`src/hdl/ihp_ram.sv`:
```
// ----------------------------------------------------------------------------
// ihp_ram: generic simple dual-port RAM
// One write port, one read port, registered read data.
// ----------------------------------------------------------------------------
module ihp_ram #(
    parameter int WIDTH = 8,
    parameter int DEPTH = 16,
    localparam int AW = (DEPTH > 1) ? $clog2(DEPTH) : 1
) (
    input  logic             clk,
    input  logic             we,
    input  logic [AW-1:0]    waddr,
    input  logic [WIDTH-1:0] wdata,
    input  logic             re,
    input  logic [AW-1:0]    raddr,
    output logic [WIDTH-1:0] rdata
);

    logic [WIDTH-1:0] mem [DEPTH];
    logic [WIDTH-1:0] rdata_reg;

    always_ff @(posedge clk)
    begin
        if (we)
        begin
            mem[waddr] <= wdata;
        end
        if (re)
        begin
            rdata_reg <= mem[raddr];
        end
    end

    assign rdata = rdata_reg;

endmodule

```
`config.mk`:
```
export PLATFORM = sky130hd
export DESIGN_NAME = ihp_ram
export DESIGN_NICKNAME = d
export VERILOG_FILES = /design/src/hdl/ihp_ram.sv
export SDC_FILE = /design/constraint.sdc
export NUM_CORES = 1
export LEC_CHECK = 0
export BUFFER_PORTS_ARGS = -buffer_cell sky130_fd_sc_hd__buf_2
export CAP_MARGIN = 20
export CORE_UTILIZATION = 60
export CTS_BUF_LIST = sky130_fd_sc_hd__clkbuf_16
export CTS_CLUSTER_DIAMETER = 120
export DETAILED_ROUTE_END_ITERATION = 8
export PLACE_DENSITY = 0.86
export SLEW_MARGIN = 20
export SYNTH_ARGS = -nofsm -noshare
export SYNTH_HDL_FRONTEND = slang
export SYNTH_SLANG_ARGS = --single-unit
```
`constraint.sdc`:
```
create_clock -name clk -period 4.18 [get_ports clk]
set_clock_uncertainty 0.05 [all_clocks]
set_input_delay 0.627 -clock clk [delete_from_list [all_inputs] [get_ports clk]]
set_output_delay 0.627 -clock clk [all_outputs]
set_load 0.01 [all_outputs]
```
Word-level counts from Yosys, hierarchy flattened
Memories as Yosys holds them, arrays and structs flattened. A register that Yosys moved wholly into a read port is not among the register bits. Index checks and enable logic that the tools add are counted.

Bits in writable memories: 128. Bits of input ports: 19. Register bits: 0. Latch bits: 0. Bits in read-only memories: 0. Memories: 1. Word-level logic and storage cells: 3.

$add $sub $neg: 0. Equal/unequal tests: 0. Reductions and logical operators: 0. Multipliers: 0. Multiplexer cells: 2. Shifts and indexed selects: 0. Magnitude comparators: 0. Div/mod/pow operators: 0. Bitwise gates (word level): 0.

Memory list: mem (words 16, bits a word 8, rd ports 1, clocked after Yosys merged registers in 1, write ports 1, line 19) `logic [WIDTH-1:0] mem [DEPTH];`.

Operators with widths (count): $mux 1 (2).

Depth between registers and ports, before layout
Gate-level depths: netlist (run 1).

Word-level depth: 2. Mapped depth: 5.

Worst setup path before layout (run 1)
No wires, ideal clock.

Path kind: input-to-reg. Start point: input port waddr[2]. End point: memory mem[0][0], enable pin. Arrival time: 1.737 ns. Setup slack: 2.010 ns. Buffers on the path: 0. Library setup time: 0.383 ns. Stages on the path: 2. Cells stage by stage: or3b_2 > nor3_1.

RTL lines: from (decl) (line 12) `input logic [AW-1:0] waddr,`; to (decl) (line 19).

Straight into the memory's write port.

==> results of run 1 <==
[worst paths after layout]
check	cells past startpoint	start	endpoint	slack, ns
worst max register to register	3	mem[5][2]	rdata[2]	2.58
worst min register to register	3	mem[14][2]	rdata[2]	0.70
worst max-delay path	4	raddr[0]	rdata[2]	1.78
worst min-delay path	1	re	rdata[0]	0.54
[synth_stat cells (2+ instances only)]
| cell type | instances |
|---|---|
| a22oi_1 | 16 |
| buf_2 | 3 |
| buf_6 | 3 |
| clkdlybuf4s25_2 | 3 |
| edfxtp_1 | 136 |
| mux4_1 | 14 |
| mux4_2 | 18 |
| nand2_1 | 9 |
| nand2b_1 | 2 |
| nand3b_1 | 2 |
| nor2_1 | 13 |
| nor3_1 | 4 |
[metrics by stage]
stage               hold slack [ns]  worst slack, ns  cells
floorplan                     0.655             2.01    229
global placement              0.683             1.36    354
detailed placement            0.681             1.34    354
CTS                           0.535             1.77    386
global route                  0.533             1.69    386
finish                        0.544             1.78    386
[area by class of cell]
| cell class | count | area [sq um] | share of cell area |
|---|---|---|---|
| tap | 105 | 131 | 0.0218 |
| sequential | 136 | 4080 | 0.676 |
| clock buffer | 17 | 425 | 0.0705 |
| timing repair buffer | 30 | 160 | 0.0265 |
| multi-input combinational | 83 | 1060 | 0.175 |
| clock inverter | 15 | 180 | 0.0298 |
[power by group]
group	internal, uW	switching, uW	total [uW]
combinational	53.7	83.0	137
clock	938	561	1500
sequential	1540	9.04	1550
[critical path, stage by stage]
cell and delay, ns:
buf_2 0.77, mux4_1 0.66, a22oi_1 0.34, nand2_1 0.09
[routing by layer]
metal | GRT usage | routed length [microns]
met1 | 0.354 | 4010
met5 | 0 | 0
met2 | 0.398 | 5230
met3 | 0.0845 | 1060
met4 | 0.122 | 229
[cells by family (layout without fill, tap and decap cells)]
| kind of cell | after synthesis | after routing |
|---|---|---|
| AND/OR/NAND/NOR | 35 | 35 |
| AO/OA/AOI/OAI | 16 | 16 |
| multiplexers | 32 | 32 |
| buffers and inverters | 10 | 62 |
| flip-flops | 136 | 136 |
==> flow_summary.json, run 1 <==
{
  "status": "finished clean",
  "synth_cell_types": 18,
  "fin_crit_ns": 2.40,
  "largest_reg_flops": 128,
  "finalCritPeriodShare": 0.575,
  "cts.sinks": 136,
  "start_util": 0.627,
  "routed_wirelength_microns": 10500,
  "antenna_cells": 0,
  "postCtsSetupRepairBufs": 0,
  "path_clk_slew_ns": 0.06,
  "startpoint_type": "primary input",
  "synth_fa_ha_area_frac": 0,
  "setup_violations": 0,
  "cp.required_ns": 4.29,
  "grt_pass1_wl_microns": 15600,
  "max_freq_mhz": 416,
  "endpoint_kind": "register",
  "clk_latency_ns": 0.41,
  "rsz0062_at_grt": "false",
  "yosysTopAreaCell": "edfxtp_1",
  "io_buffers": 26,
  "vias": 2551,
  "postCtsHoldBufs": 0,
  "powerDensity_mw_per_mm2": 527,
  "netlist_instances": 229,
  "drtIter0Drc": 263,
  "placed_cell_area_sq_mm": 0.00543,
  "syn-cell-area_sq_mm": 0.00523,
  "dr.pass1.iters": 4,
  "drt-wirelength-per-cell_microns": 27.3,
  "layout_common_cells": "136 x edfxtp_1, 26 x buf_2, 18 x mux4_2",
  "yosysWarnings": 0,
  "ioPinCount": 27,
  "ir_drop_mv": 0.309,
  "synth_xor_area_frac": 0,
  "drtAntennaViolNets": 0,
  "clockBufferDepth": 2,
  "layout-drive-gt1-share": 0.285,
  "cp_max_fo": 32,
  "fin_setup_tns_ns": 0,
  "cp.arrival_ns": 2.51,
  "vias_per_cell": 6.61,
  "die-height_microns": 95.3,
  "final_core_util": 0.724,
  "async_flop_share": 0,
  "ys_ff_latch": 136,
  "synth-simple-area-share": 0.0314,
  "antenna_found_initial": 0,
  "chipWidth_microns": 95.3,
  "numCtsBuffers": 17,
  "num-nets-final": 287,
  "hpwl_microns": 5970,
  "grt_overflow_total": 0,
  "synth_top_family_by_area": "multiplexers",
  "grt_pass1_vias": 2625,
  "final_hold_viol_count": 0,
  "fillers": 453,
  "hp-class": "primary input to register",
  "maxSlewViolCount": 0,
  "tightest_slew_ns": 1.04,
  "total_power_uw": 3180,
  "cts_root_buffer": "clkbuf_16",
  "syn_area_per_cell_sq_um": 22.8,
  "design_area_sq_mm": 0.00604,
  "syn-num-nets": 248,
  "synth_compound_gate_area_share": 0.0230,
  "layout.cells.most_common": "edfxtp_1",
  "cts_resized": 0,
  "path_class": "primary input to register",
  "finalWeightedCongestion": 0.743,
  "synth_ff_type": "edfxtp_1",
  "cts_tree": "done",
  "drcViolationCount": 0,
  "grt_usage": 0.264,
  "synth-edff-count": 136,
  "row_count": 33,
  "synth_area_leaders": "edfxtp_1 78%, mux4_2 7.8%, mux4_1 7.0%, a22oi_1 2.3%, nor2_1 0.93%",
  "grt_max_degree": 33,
  "htree_levels": 4,
  "coreArea_sq_mm": 0.00834,
  "dieArea_sq_mm": 0.00909,
  "p_leak_uw": 0.00201,
  "relSlewSlack": 0.307,
  "synthMuxAreaShare": 0.148,
  "synth_top_area_share": 0.781,
  "syn_to_final_growth_pct": 15.5,
  "ys_seq_area_frac": 0.781,
  "drv_cap": 0
}
No activity file was read; power rests on OpenSTA's default activity.
==> run 2: changes to the inputs <==
- CORE_UTILIZATION: 60 -> 54
- PLACE_DENSITY: 0.86 -> 0.82
- clock period: 4.18 -> 2.1 ns (I/O delays scaled with it)
==> run 2 against run 1 <==
Sequential power grew 99%. Final area grew 3.4%. Power rose by 100%. Global-route usage is 3.2 points lower. Cell count up 11%. Die area rose by 11%. Sequential share of layout area fell by 2.2 points. Clock-buffer cell count is the same. Sequential cell count unchanged.
==> flow_summary.json, run 2 (synthesis gave the netlist of run 1 again) <==
{
  "status": "finished clean",
  "drtIter0Drc": 215,
  "layout_common_cells": "136 x edfxtp_1, 26 x buf_2, 19 x buf_4",
  "ioPinCount": 27,
  "numCtsBuffers": 17,
  "path_buf_inv": 0,
  "placed_cells_incl_taps": 396,
  "drt-wirelength-per-cell_microns": 24.3,
  "grt_max_degree": 33,
  "maxSlewViolCount": 0,
  "postCtsSetupRepairBufs": 0,
  "tightest_slew_ns": 0.430,
  "hold_ws_ns": 0.236,
  "path_class": "register to register",
  "cp_max_fo": 1,
  "relSlewSlack": 0.713,
  "seq_area_sq_mm": 0.00408,
  "fin_crit_ns": 1.62,
  "cp.arrival_ns": 1.71,
  "fillers": 579,
  "grt_pass1_vias": 2614,
  "num-nets-final": 305,
  "powerDensity_mw_per_mm2": 1020,
  "cp_cell_sequence": "mux4_1 -> a22oi_1 -> nand2_1",
  "cts_tree": "done",
  "setup_violations": 0,
  "grt_overflow_total": 0,
  "htree_levels": 4,
  "vias": 2552,
  "pre_cts_ws_ns": 0.113,
  "hpwl_microns": 6190,
  "largest_reg_flops": 128,
  "dr.pass1.iters": 5,
  "finalCritPeriodShare": 0.770,
  "startpoint_type": "register",
  "fin_setup_tns_ns": 0,
  "chipWidth_microns": 100,
  "setup_slack_ns": 0.484,
  "drtAntennaViolNets": 0,
  "grt_pass1_wl_microns": 15600,
  "drcViolationCount": 0,
  "rsz0062_at_grt": "false",
  "cts.sinks": 136,
  "clk_latency_ns": 0.41,
  "row_count": 35,
  "final_hold_viol_count": 0,
  "dieArea_sq_mm": 0.0101,
  "start_util": 0.560,
  "cpMaxStageDelayCell": "mux4_1",
  "hp-class": "primary input to register",
  "die-height_microns": 100,
  "stdcell_count": 428,
  "io_buffers": 26,
  "antenna_cells": 0,
  "finalWeightedCongestion": 0.727,
  "grt_usage": 0.232,
  "p_leak_uw": 0.00214,
  "crit_family": "multiplexers",
  "multi_input_area_sq_mm": 0.00106,
  "cp.required_ns": 2.19,
  "cts_resized": 0,
  "ir_drop_mv": 0.499,
  "cts_root_buffer": "clkbuf_16",
  "layout.cells.most_common": "edfxtp_1",
  "coreArea_sq_mm": 0.00933,
  "endpoint_kind": "register",
  "total_power_uw": 6400,
  "antenna_found_initial": 0,
  "clockBufferDepth": 2,
  "layout-drive-gt1-share": 0.321,
  "routed_wirelength_microns": 10400,
  "max_freq_mhz": 619,
  "postCtsHoldBufs": 0,
  "path_clk_slew_ns": 0.06,
  "syn_to_final_growth_pct": 19.5,
  "vias_per_cell": 5.96,
  "drv_cap": 0,
  "slowest_delay_ns": 0.49
}
-- run 2: cell count changes in the layout (fill, tap and decap cells not counted), moves of 2 or more --
cell        previous run  this run
clkinvlp_4             5         1
buf_12                 0         3
clkinv_1               0         2
buf_4                  4        19
clkinv_2               1         4
-- run 2: layout make-up --
class                      instances  area share
multi-input combinational         83       0.169
sequential                       136       0.654
clock inverter                    15      0.0296
clock buffer                      17      0.0681
timing repair buffer              48      0.0533
tap                              129      0.0258
-- run 2: per-layer routing --
layer | part of all wire | global-route usage | vias to the layer above
li1 | - | - | 1097
met4 | 0.021 | 0.109 | 0
met5 | 0 | 0 | -
met3 | 0.054 | 0.0564 | 17
met2 | 0.51 | 0.374 | 113
met1 | 0.41 | 0.300 | 1325
-- run 2: worst register-to-register path: cells and delay by family, from the launching register on --
family | cells | cell delay [ns]
muxes | 1 | 0.49
DFF | 1 | 0.37
and+or+nand+nor | 1 | 0.14
AOI/OAI and AO/OA | 1 | 0.31
-- run 2: report_power, final --
group | switching, uW | internal [uW] | leakage (uW)
Clock | 1060 | 1970 | 0.000303
Sequential | 17.5 | 3060 | 0.00124
Combinational | 165 | 126 | 0.000603
-- run 2: path summary, 6_finish.rpt --
path         cells past startpoint  slack, ns         to      start
max                              3       0.48   rdata[0]  mem[2][0]
min                              1       0.24  mem[4][2]   wdata[2]
min reg2reg                      3       0.70   rdata[4]  mem[8][4]
max reg2reg                      3       0.48   rdata[0]  mem[2][0]
-- run 2: stage by stage --
step	cell area (sq um)	utilization
floorplan	5230	-
global placement	5640	0.604
detailed placement	5640	0.604
CTS	6250	0.670
global route	6250	0.670
finish	6250	0.670
==> run 3: changes to the inputs <==
- ABC_AREA: default -> 1
- CORE_UTILIZATION: 54 -> 55
- PLACE_DENSITY: 0.82 -> 0.83
- clock period: 2.1 -> 1.4 ns (I/O delays scaled with it)
==> run 3 against run 2 <==
Sequential power increased by 50%. Register-to-register slack got worse by 0.31 ns. Global-route usage is 3.1 points higher. Die area up 9.6%. Power is 49% higher. Cell count rose by 75%. Non-clock buffer count increased by 6. Fmax up 32%. Via count is 61% higher. Critical endpoint is now rdata[5].
==> flow_summary.json, run 3 <==
{
  "numCtsBuffers": 17,
  "yosysWarnings": 0,
  "min_to": "rdata[2]",
  "finalWeightedCongestion": 0.801,
  "max_freq_mhz": 817,
  "cts.sinks": 136,
  "netlist_instances": 551,
  "seq_area_sq_mm": 0.00408,
  "relSlewSlack": 0.571,
  "syn_to_final_growth_pct": 16.5,
  "p_leak_uw": 0.00298,
  "grt_usage": 0.262,
  "endpoint_kind": "register",
  "grt_max_degree": 33,
  "ir_drop_mv": 0.699,
  "cp.arrival_ns": 1.35,
  "io_buffers": 26,
  "min_from": "re",
  "finalCritPeriodShare": 0.874,
  "grt_pass1_wl_microns": 21000,
  "grt_pass1_vias": 4106,
  "cp.required_ns": 1.53,
  "placed_cells_incl_taps": 717,
  "multi_input_area_sq_mm": 0.00121,
  "setup_violations": 0,
  "design_area_sq_mm": 0.00681,
  "grt_overflow_total": 0,
  "synth_most_common_cell": "nand2_1",
  "fillers": 736,
  "drtAntennaViolNets": 0,
  "drv_cap": 0,
  "synth_area_leaders": "edfxtp_1 70%, nand2_1 11%, nand3_1 8.3%, inv_1 6.4%, buf_6 1.2%",
  "syn-num-nets": 570,
  "clk_latency_ns": 0.42,
  "cp_cell_sequence": "inv_1 -> nand2_1 -> nand3_1 -> nand3_1 -> nand3_1 -> nand2_1",
  "worstHoldPathCells": 1,
  "slowest_delay_ns": 0.37,
  "status": "finished clean",
  "cts_resized": 0,
  "r2r_cells": 6,
  "async_flop_share": 0,
  "cts_tree": "done",
  "worstReg2RegEnd": "rdata[5]",
  "largest_reg_flops": 128,
  "dieArea_sq_mm": 0.0110,
  "drcViolationCount": 0,
  "die-height_microns": 105,
  "path_class": "register to register",
  "path_clk_slew_ns": 0.06,
  "maxSlewViolCount": 0,
  "drt-wirelength-per-cell_microns": 17.8,
  "antenna_found_initial": 0,
  "synth_cell_types": 11,
  "fin_setup_tns_ns": 0,
  "placed_cell_area_sq_mm": 0.00624,
  "antenna_cells": 0,
  "final_hold_viol_count": 0,
  "syn-cell-area_sq_mm": 0.00585,
  "vias_per_cell": 5.48,
  "hpwl_microns": 8020,
  "fin_crit_ns": 1.22,
  "final_core_util": 0.660,
  "syn_area_per_cell_sq_um": 10.6,
  "dr.pass1.iters": 5,
  "cpMaxStageDelayCell": "edfxtp_1",
  "layout-drive-gt1-share": 0.132,
  "tightest_slew_ns": 0.643,
  "drtIter0Drc": 339,
  "routed_wirelength_microns": 13300,
  "powerDensity_mw_per_mm2": 1400,
  "crit_top_cell": "nand3_1",
  "postCtsSetupRepairBufs": 0,
  "cp_max_fo": 1,
  "htree_levels": 4,
  "rsz0062_at_grt": "false",
  "clockBufferDepth": 2,
  "yosysTopAreaCell": "edfxtp_1",
  "hp-class": "primary input to register",
  "coreArea_sq_mm": 0.0103,
  "layout.cells.most_common": "nand2_1",
  "stdcell_count": 748,
  "synth-edff-count": 136,
  "start_util": 0.566,
  "vias": 4102,
  "layout_common_cells": "173 x nand2_1, 136 x edfxtp_1, 103 x inv_1",
  "num-nets-final": 619,
  "total_power_uw": 9510,
  "postCtsHoldBufs": 0,
  "ys_ff_latch": 136,
  "row_count": 37,
  "rrSetupSlack_ns": 0.18,
  "synth_top_area_share": 0.698,
  "cts_root_buffer": "clkbuf_16",
  "ys_top_cells_by_count": "173 x nand2_1, 136 x edfxtp_1, 100 x inv_1",
  "startpoint_type": "register",
  "chipWidth_microns": 105,
  "synth_ff_type": "edfxtp_1",
  "ys_seq_area_frac": 0.698,
  "ioPinCount": 27,
  "r2r-start": "mem[5][5]"
}
[run 3: cell count changes in the layout (fill, tap and decap cells not counted), moves of 3 or more]
cell and change:
a22oi_1 -16, buf_4 +5, clkinv_4 -3, inv_1 +102, mux4_1 -14, mux4_2 -18
nand2_1 +164, nand3_1 +96, nor2_1 +4, nor3_1 -4
[run 3: logic make-up after synthesis]
group	count (synthesis)	share of synthesized area
flops	136	0.698
buf+inv	126	0.0939
simple gates	289	0.208
[run 3: report_power, final]
part           switching, uW  internal [uW]
Combinational            407            183
Sequential              23.4           4590
Clock                   1570           2730
Total                   2010           7510
[run 3: how the worst max path moves through the flow]
stage	cells past startpoint	slack [ns]	start	to
finish	6	0.18	mem[5][5]	rdata[5]
global route	6	0.07	mem[2][7]	rdata[7]
CTS	1	0.17	rdata[0]	rdata[0]
detailed placement	6	-0.14	raddr[1]	rdata[2]
global placement	6	-0.09	raddr[1]	rdata[5]
floorplan	2	0.19	waddr[2]	mem[10][0]
[run 3: layout make-up]
cell class              count  share of cell area
clock buffers              17              0.0625
clock inverters            14              0.0209
inverters                 102              0.0562
multi-input cells         289               0.178
flip-flops and latches    136               0.600
well taps                 136              0.0250
repair buffers             54              0.0573
[run 3: worst max-delay path: cells and delay by family (launching register included)]
kind,cells,cell delay [ns]
buffers and inverters,1,0.07
flip-flops,1,0.37
AND/OR/NAND/NOR,5,0.50
[run 3: per-layer routing]
layer	track usage	wire, microns
met4	0.124	359
met5	0	0
met1	0.324	5090
met2	0.429	6700
met3	0.0736	1190
[run 3: metrics by stage]
step	setup WS (ns)	hold WS (ns)
6_report	0.177	0.0851
2_1_floorplan	0.189	0.259
3_3_place_gp	-0.0887	0.510
4_1_cts	0.170	0.0737
5_1_grt	0.0710	0.0774
3_5_place_dp	-0.139	0.511
